===== config.mk =====
export PLATFORM = sky130hd
export DESIGN_NAME = gac_alloc
export DESIGN_NICKNAME = d
export VERILOG_FILES = /design/src/sv/gac_pkg.sv /design/src/sv/gac_alloc.sv
export SDC_FILE = /design/constraint.sdc
export NUM_CORES = 1
export LEC_CHECK = 0
export ABC_AREA = 1
export BUFFER_PORTS_ARGS = -buffer_cell sky130_fd_sc_hd__clkbuf_2
export CORE_ASPECT_RATIO = 0.7
export CORE_MARGIN = 2
export CORE_UTILIZATION = 25
export CTS_BUF_LIST = sky130_fd_sc_hd__clkbuf_16
export DETAILED_ROUTE_END_ITERATION = 7
export SKIP_CTS_REPAIR_TIMING = 1
export SYNTH_ARGS = -nofsm -noshare
export SYNTH_HDL_FRONTEND = slang
export SYNTH_SLANG_ARGS = --single-unit
export TNS_END_PERCENT = 100

===== constraint.sdc =====
create_clock -name clk -period 5.29 [get_ports clk]
set_input_delay 1.058 -clock clk [delete_from_list [all_inputs] [get_ports clk]]
set_output_delay 1.058 -clock clk [all_outputs]
set_load 0.01 [all_outputs]

===== src/sv/gac_pkg.sv =====
// Shared types, constants and helpers for the glyph atlas cache.
`timescale 1ns / 1ps
package gac_pkg;

  localparam int CoordW = 12;
  localparam int SizeW  = 9;
  localparam int AtlasW = 13;

  // Configuration register indexes
  localparam logic [1:0] CFG_CELL_W  = 2'd0;
  localparam logic [1:0] CFG_CELL_H  = 2'd1;
  localparam logic [1:0] CFG_ATLAS_W = 2'd2;
  localparam logic [1:0] CFG_ATLAS_H = 2'd3;

  typedef struct packed {
    logic [CoordW-1:0] x;
    logic [CoordW-1:0] y;
    logic [SizeW-1:0]  w;
    logic [SizeW-1:0]  h;
  } geom_t;

  typedef struct packed {
    logic  placed;
    geom_t geom;
    logic  draw;
  } result_t;

  // Free cursor as seen by the sequencer
  typedef struct packed {
    logic [CoordW-1:0] x;
    logic [CoordW-1:0] y;
    logic              vacant;
  } cursor_t;

  // Clamp a cell pitch to 1..256
  function automatic logic [SizeW-1:0] clamp_pitch(logic [SizeW-1:0] v);
    logic [SizeW-1:0] r;
    r = v;
    if (v == '0) r = SizeW'(1);
    else if (v > SizeW'(256)) r = SizeW'(256);
    return r;
  endfunction

  // Clamp an atlas dimension to 1..4096
  function automatic logic [AtlasW-1:0] clamp_atlas(logic [AtlasW-1:0] v);
    logic [AtlasW-1:0] r;
    r = v;
    if (v == '0) r = AtlasW'(1);
    else if (v > AtlasW'(4096)) r = AtlasW'(4096);
    return r;
  endfunction

endpackage


===== src/sv/gac_alloc.sv =====
// Configuration registers and the free cell cursor of the atlas.
`timescale 1ns / 1ps
module gac_alloc
  import gac_pkg::*;
(
  input  logic              clk,
  input  logic              rst,
  input  logic              cfg_write,
  input  logic [1:0]        cfg_index,
  input  logic [AtlasW-1:0] cfg_data,
  input  logic              advance,
  input  logic              now_full,
  input  logic              exhaust,
  output cursor_t           cursor
);

  logic [SizeW-1:0]  cell_w, cell_h;
  logic [AtlasW-1:0] atlas_w, atlas_h;
  logic [SizeW-1:0]  cw, ch;
  logic [AtlasW-1:0] aw, ah;
  logic [13:0]       nx, ny;
  logic              wrap, y_over;

  // Hold configuration
  always_ff @(posedge clk) begin
    if (rst) begin
      cell_w  <= SizeW'(16);
      cell_h  <= SizeW'(16);
      atlas_w <= AtlasW'(1024);
      atlas_h <= AtlasW'(1024);
    end else if (cfg_write) begin
      case (cfg_index)
        CFG_CELL_W:  cell_w  <= cfg_data[SizeW-1:0];
        CFG_CELL_H:  cell_h  <= cfg_data[SizeW-1:0];
        CFG_ATLAS_W: atlas_w <= cfg_data;
        CFG_ATLAS_H: atlas_h <= cfg_data;
        default: ;
      endcase
    end
  end

  // Step the cursor one cell right, wrapping to the next row
  always_comb begin
    cw     = clamp_pitch(cell_w);
    ch     = clamp_pitch(cell_h);
    aw     = clamp_atlas(atlas_w);
    ah     = clamp_atlas(atlas_h);
    nx     = {2'b0, cursor.x} + {5'b0, cw};
    ny     = {2'b0, cursor.y} + {5'b0, ch};
    wrap   = ({1'b0, nx} + {6'b0, cw}) > {2'b0, aw};
    y_over = ({1'b0, ny} + {6'b0, ch}) > {2'b0, ah};
  end

  always_ff @(posedge clk) begin
    if (rst) begin
      cursor.x      <= '0;
      cursor.y      <= '0;
      cursor.vacant <= 1'b1;
    end else if (advance) begin
      if (wrap) begin
        cursor.x <= '0;
        cursor.y <= ny[CoordW-1:0];
        if (y_over) cursor.vacant <= 1'b0;
      end else begin
        cursor.x <= nx[CoordW-1:0];
      end
      if (now_full) cursor.vacant <= 1'b0;
    end else if (exhaust) begin
      cursor.vacant <= 1'b0;
    end
  end

endmodule


==> results of run 1 <==
path summary, 6_finish.rpt:
kind / depth (start not counted) / to / slack (ns)
min reg2reg: 2 / cursor[0]$_SDFFE_PP1P_ / 0.45
max: 35 / cursor[3]$_SDFFE_PP0P_ / 0.46
min: 2 / cursor[0]$_SDFFE_PP1P_ / 0.45
max reg2reg: 35 / cursor[3]$_SDFFE_PP0P_ / 0.46
metrics by stage:
stage | setup slack (ns) | area [um^2]
3_5_place_dp | 0.227 | 5820
2_1_floorplan | 0.821 | 5310
5_1_grt | -0.0348 | 6190
4_1_cts | 0.215 | 6090
6_report | 0.458 | 6190
3_3_place_gp | 0.292 | 5820
power breakdown:
group | leakage, nW | switching, mW | total (mW) | internal (mW)
sequential | 0.565 | 0.0312 | 0.584 | 0.553
clock | 0.132 | 0.247 | 0.562 | 0.315
combinational | 2.41 | 0.331 | 0.537 | 0.206
state kept, by name (all words and copies together), names as in the netlist:
signal,count
cursor,25
atlas_h,13
atlas_w,13
cell_h,9
cell_w,9
layer usage:
metal  global-route usage  up-vias
met3               0.0269       14
li1                     -     2629
met1                0.204     2185
met2                0.178       87
met4               0.0439        0
met5                    0        -
area by class of cell:
cell class / instances / area [um^2]
inverter: 109 / 412
timing repair buffer: 53 / 287
tap: 276 / 345
clock buffer: 9 / 225
clock inverter: 7 / 41.3
sequential: 69 / 1390
multi-input combinational: 584 / 3490
fill: 2216 / 14600
placed cells by master (no fill, tap or decap), types with 2 or more instances in the layout:
cell type / instances
nand2_1: 152
inv_1: 98
nor2_1: 92
dfxtp_1: 65
o21ai_0: 59
a21oi_1: 58
ha_1: 51
clkbuf_2: 45
nand3_1: 36
xor2_1: 27
nand2_2: 21
inv_2: 11
clkbuf_16: 9
nand4_1: 8
nor2_2: 7
nand3_2: 6
nor4_1: 6
buf_4: 6
nor2_4: 5
o21ai_1: 4
or2_2: 4
dfxtp_2: 4
xnor2_1: 3
nand3b_1: 3
a21oi_2: 3
o211ai_1: 3
o21bai_1: 3
fa_1: 3
o22ai_1: 2
a21o_1: 2
or2_1: 2
nor3_1: 2
and2_1: 2
nand2_4: 2
clkinv_1: 2
inv_6: 2
cells by family after synthesis:
group | after synthesis
and+or+nand+nor | 349
AOI/OAI and AO/OA | 146
buffers and inverters | 130
DFF | 69
adders and majority gates | 57
xor gates and xnor gates | 32
critical path: cells and delay by family, from the launching register on:
kind	cells	cell delay, ns
AOI/OAI and AO/OA	3	0.42
buffers and inverters	3	0.35
and+or+nand+nor	24	2.25
xor gates and xnor gates	1	0.16
adders and majority gates	4	1.20
DFF	1	0.37
==> out/results.tsv, run 1 <==
metric	value	unit
post-synth top area share	0.260	
initial antenna violation count	0	
Antenna Cells	0	
Die X	178	um
CP required	5.57	ns
routed len/inst	13.0	um
largest family of logic cells by synthesized area	simple AND/OR/NAND/NOR gates	
Tot Pwr	1.68	mW
vias	4915	
top-count cell post-synth	nand2_1	
CP Class	register to register	
setup TNS	0	ns
post-synthesis compound-gate area fraction	0.157	
antenna-violating nets left	0	
NumNets Final	904	
number of global-route vias before repair	4539	
Post-synth top cells	nand2_1 (154), inv_1 (99), nor2_1 (95)	
Post-synth top flop	dfxtp_1	
Simple-Gate Fraction of Synth Area	0.294	
CTS clk-pin slew, worst paths	0.06	ns
die footprint	22400	um^2
Crit Path Max Fanout	6	
Post-Synth XOR/XNOR Area	0.0554	
P_leak	3.11	nW
number of max-cap violations	0	
met2 routed WL	5.48	mm
synth unique cells	47	
Slew @ Worst Pin	0.868	ns
mux contribution to synthesized area	0	
Adder-Cell Fraction of Synth Area	0.140	
Die Y	126	um
highest metal used	met4	
CTS Buf Count	9	
R2R Path Start	cell_w[0]$_SDFFE_PP0P_	
Hold Vio Cnt, Final	0	
CTS tree	yes	
Starting Density	0.256	
DR iter-0 viols	334	
f_max	0.207	GHz
Clock Path Buffers	2	
Clock H-tree levels	3	
Overflow after GRT	0	
num ports	46	
first-pass GRT wire length	23.3	mm
CP startpoint	cell_w[0]$_SDFFE_PP0P_	
slowest stage delay, CP	0.37	ns
synthesized cell area	5310	um^2
layout cell share with drive strength beyond 1	0.171	
Final period util	0.913	
PortBufs	45	
Synth Register Bits	69	
HPWL after DPL	11.2	mm
clock tree skew after final layout	0.00918	ns
Post-synth EDFFs	0	
Seq/Total Area, Yosys	0.260	
Area contributors post-synth	dfxtp_1 (26%), ha_1 (12%), nand2_1 (11%)	
worst skew pair latency	0.35	ns
Final Wtd Congestion	0.838	
1st-pass router iterations	5	
Root Driver	clkbuf_16	
total global-route track usage	0.132	
Ys Warns	0	
Arr. time, crit path	5.11	ns
Final Util	0.298	
Syn Inst Count	783	
Post-Place Cells	1087	
asr flop ratio synth	0	
CP Capture Type	register	
wl on met1	7.94	mm
# rows	44	
cell mode on critical path	nand2_1	
Final min period	4.83	ns
Hold WS	0.451	ns
DRC	0	
max-slew violation count	0	
clk sink count	69	
worst vdd ir	138	uV
setup violators final	0	
Worst setup SP type	register	
slowest library cell on the worst path	dfxtp_1	
Min-Delay Path Class	register to register	
syn_nets	861	
final WL	14.3	mm
Cell Count, Final, Fillers Out	1107	
largest net degree at the start of global routing	49	
routed vias/inst	4.44	
synthesis-to-layout area growth	16.5	%
Syn Area/Cell	6.78	um^2
PD cells	272	nW/um^2
Worst Hold Launch	cursor[0]$_SDFFE_PP1P_	
slew margin rel.	0.417	
Synth area leader	dfxtp_1	
status	completed	
metal3 WL	731	um
core area	20800	um^2
Note: power is estimated with default switching activity, not from simulation.
==> run 2, diff against run 1 <==
- BUFFER_PORTS_ARGS: -buffer_cell sky130_fd_sc_hd__clkbuf_2 -> default
- DONT_BUFFER_PORTS: default -> 1
==> run 2 against run 1 <==
  * Via count down 3.0%
  * Sequential power up 2%
  * Fmax up 0.16%
  * Global-route usage down 0.19 points
  * Clock skew down 0.0021 ns
  * Die area unchanged
  * Sequential share of layout area up 0.92 points
  * Clock power up 1%
  * Hold slack better by 0.028 ns
  * Routed wire length down 3.0%
  * Setup slack better by 0.0078 ns
  * Largest power group unchanged
==> out/results.tsv, run 2 (synthesized netlist as in run 1, its figures left out) <==
metric	value	unit	change
die footprint	22400	um^2	unchanged
PortBufs	0		-100%
Root Driver	clkbuf_16		
CTS tree	yes		
core area	20800	um^2	unchanged
number of global-route vias before repair	4360		-3.9%
slew margin rel.	0.463		+0.0459
Crit Path Max Fanout	4		-2
CP bufs+invs	2		-1
Slew @ Worst Pin	0.800	ns	-0.0684 ns
setup violators final	0		unchanged
Die X	178	um	unchanged
highest-count cells in the layout ignoring fill and taps	nand2_1 (152), inv_1 (97), nor2_1 (92)		
final worst slack	0.466	ns	+0.00785 ns
NumNets Final	856		-5.3%
area of the multi-input gates	3470	um^2	-0.57%
biggest regs	cursor: 25 flops, atlas_h: 13 flops, atlas_w: 13 flops		
slowest library cell on the worst path	dfxtp_1		
worst vdd ir	135	uV	-1.9%
antenna-violating nets left	0		unchanged
largest net degree at the start of global routing	45		-8.2%
initial antenna violation count	0		unchanged
worst skew pair latency	0.35	ns	about the same
# rows	44		unchanged
CTS Buf Count	9		unchanged
routed vias/inst	4.50		+1.4%
1st-pass router iterations	5		unchanged
Hold WS	0.478	ns	+0.0279 ns
layout cell share with drive strength beyond 1	0.116		-0.0547
HPWL after DPL	11.0	mm	-1.8%
vias	4768		-3.0%
Final Util	0.286		-0.0125
Top delay family on crit path	simple AND/OR/NAND/NOR gates		
CP required	5.52	ns	-0.05 ns
Hold Vio Cnt, Final	0		unchanged
num ports	46		unchanged
Arr. time, crit path	5.05	ns	-0.06 ns
Worst setup SP type	register		
CP Capture Type	register		
Clock H-tree levels	3		unchanged
Overflow after GRT	0		unchanged
synthesis-to-layout area growth	11.6	%	
number of max-cap violations	0		unchanged
Min-Delay Path Class	register to register		
status	completed		
DR iter-0 viols	314		-6.0%
Final Wtd Congestion	0.809		-3.6%
Top reg by flops	cursor		
first-pass GRT wire length	22.9	mm	-1.8%
CTS clk-pin slew, worst paths	0.06	ns	about the same
Final min period	4.82	ns	-0.00785 ns
PD cells	277	nW/um^2	+1.8%
max reg flops	25		unchanged
Starting Density	0.256		unchanged
Clock Path Buffers	2		unchanged
DRC	0		unchanged
total global-route track usage	0.130		-0.00188
most common cell after layout, fill and taps aside	nand2_1		
post-route cell area	5930	um^2	-4.2%
GR peak layer	met1		
fill count	2247		+1.4%
clk sink count	69		unchanged
Final period util	0.912		-0.00148
P_leak	2.89	nW	-7.0%
placed cell area	5600	um^2	-3.9%
CP Class	register to register		
max-slew violation count	0		unchanged
routing usage on met2	0.178		+0.000228
routed len/inst	13.1	um	+1.4%
cell mode on critical path	nand2_1		
slowest stage delay, CP	0.39	ns	+0.02 ns
final WL	13.9	mm	-3.0%
f_max	0.207	GHz	+0.16%
DP Worst Slack	0.223	ns	-0.00457 ns
register area	1380	um^2	-0.27%
clock tree skew after final layout	0.00710	ns	-0.00208 ns
met3 Use GR	0.0456		+0.0187
Die Y	126	um	unchanged
Antenna Cells	0		unchanged
met1 global-route usage	0.193		-0.0109
## run 2: report_power, final
group | total (mW) | internal (mW) | switching, mW
Combinational | 0.479 | 0.185 | 0.294
Sequential | 0.594 | 0.553 | 0.0412
Clock | 0.568 | 0.318 | 0.250
## run 2: layer usage
layer,routed length [um],part of all wire
met5,0,0
met4,104,0.0075
met3,978,0.070
met2,5380,0.39
met1,7450,0.54
## run 2: final timing paths
check / startpoint / to / slack (ns) / cells after the start
worst min-delay path: cell_h[6]$_SDFFE_PP0P_ / cell_h[6]$_SDFFE_PP0P_ / 0.48 / 2
worst max-delay path: cell_w[3]$_SDFFE_PP0P_ / cursor[0]$_SDFFE_PP1P_ / 0.47 / 35
worst max register to register: cell_w[3]$_SDFFE_PP0P_ / cursor[0]$_SDFFE_PP1P_ / 0.47 / 35
worst min register to register: cell_h[6]$_SDFFE_PP0P_ / cell_h[6]$_SDFFE_PP0P_ / 0.48 / 2
## run 2: metrics by stage
step           setup TNS, ns  std cells  total power, mW
2_1_floorplan              0        783            0.969
5_1_grt              -0.0436       1059             1.76
3_5_place_dp               0       1042             1.07
4_1_cts                    0       1058             1.65
6_report                   0       1059             1.64
3_3_place_gp               0       1042             1.06
## run 2: layout make-up
| cell class | instances | share of cell area |
|---|---|---|
| Inverter | 109 | 0.0695 |
| Timing Repair Buffer | 5 | 0.00697 |
| Clock buffer | 9 | 0.0380 |
| Multi-Input combinational cell | 584 | 0.586 |
| Sequential cell | 69 | 0.233 |
| Tap cell | 276 | 0.0583 |
| Clock inverter | 7 | 0.00845 |
## run 2: worst reg2reg max path, delay by kind of cell (launching register included)
| family | cells | cell delay (ns) |
|---|---|---|
| adder cells (fa/ha/maj) | 4 | 1.21 |
| XOR/XNOR | 1 | 0.16 |
| flip-flops | 1 | 0.39 |
| AND/OR/NAND/NOR | 25 | 2.38 |
| buffers and inverters | 2 | 0.14 |
| AO/OA/AOI/OAI | 3 | 0.40 |
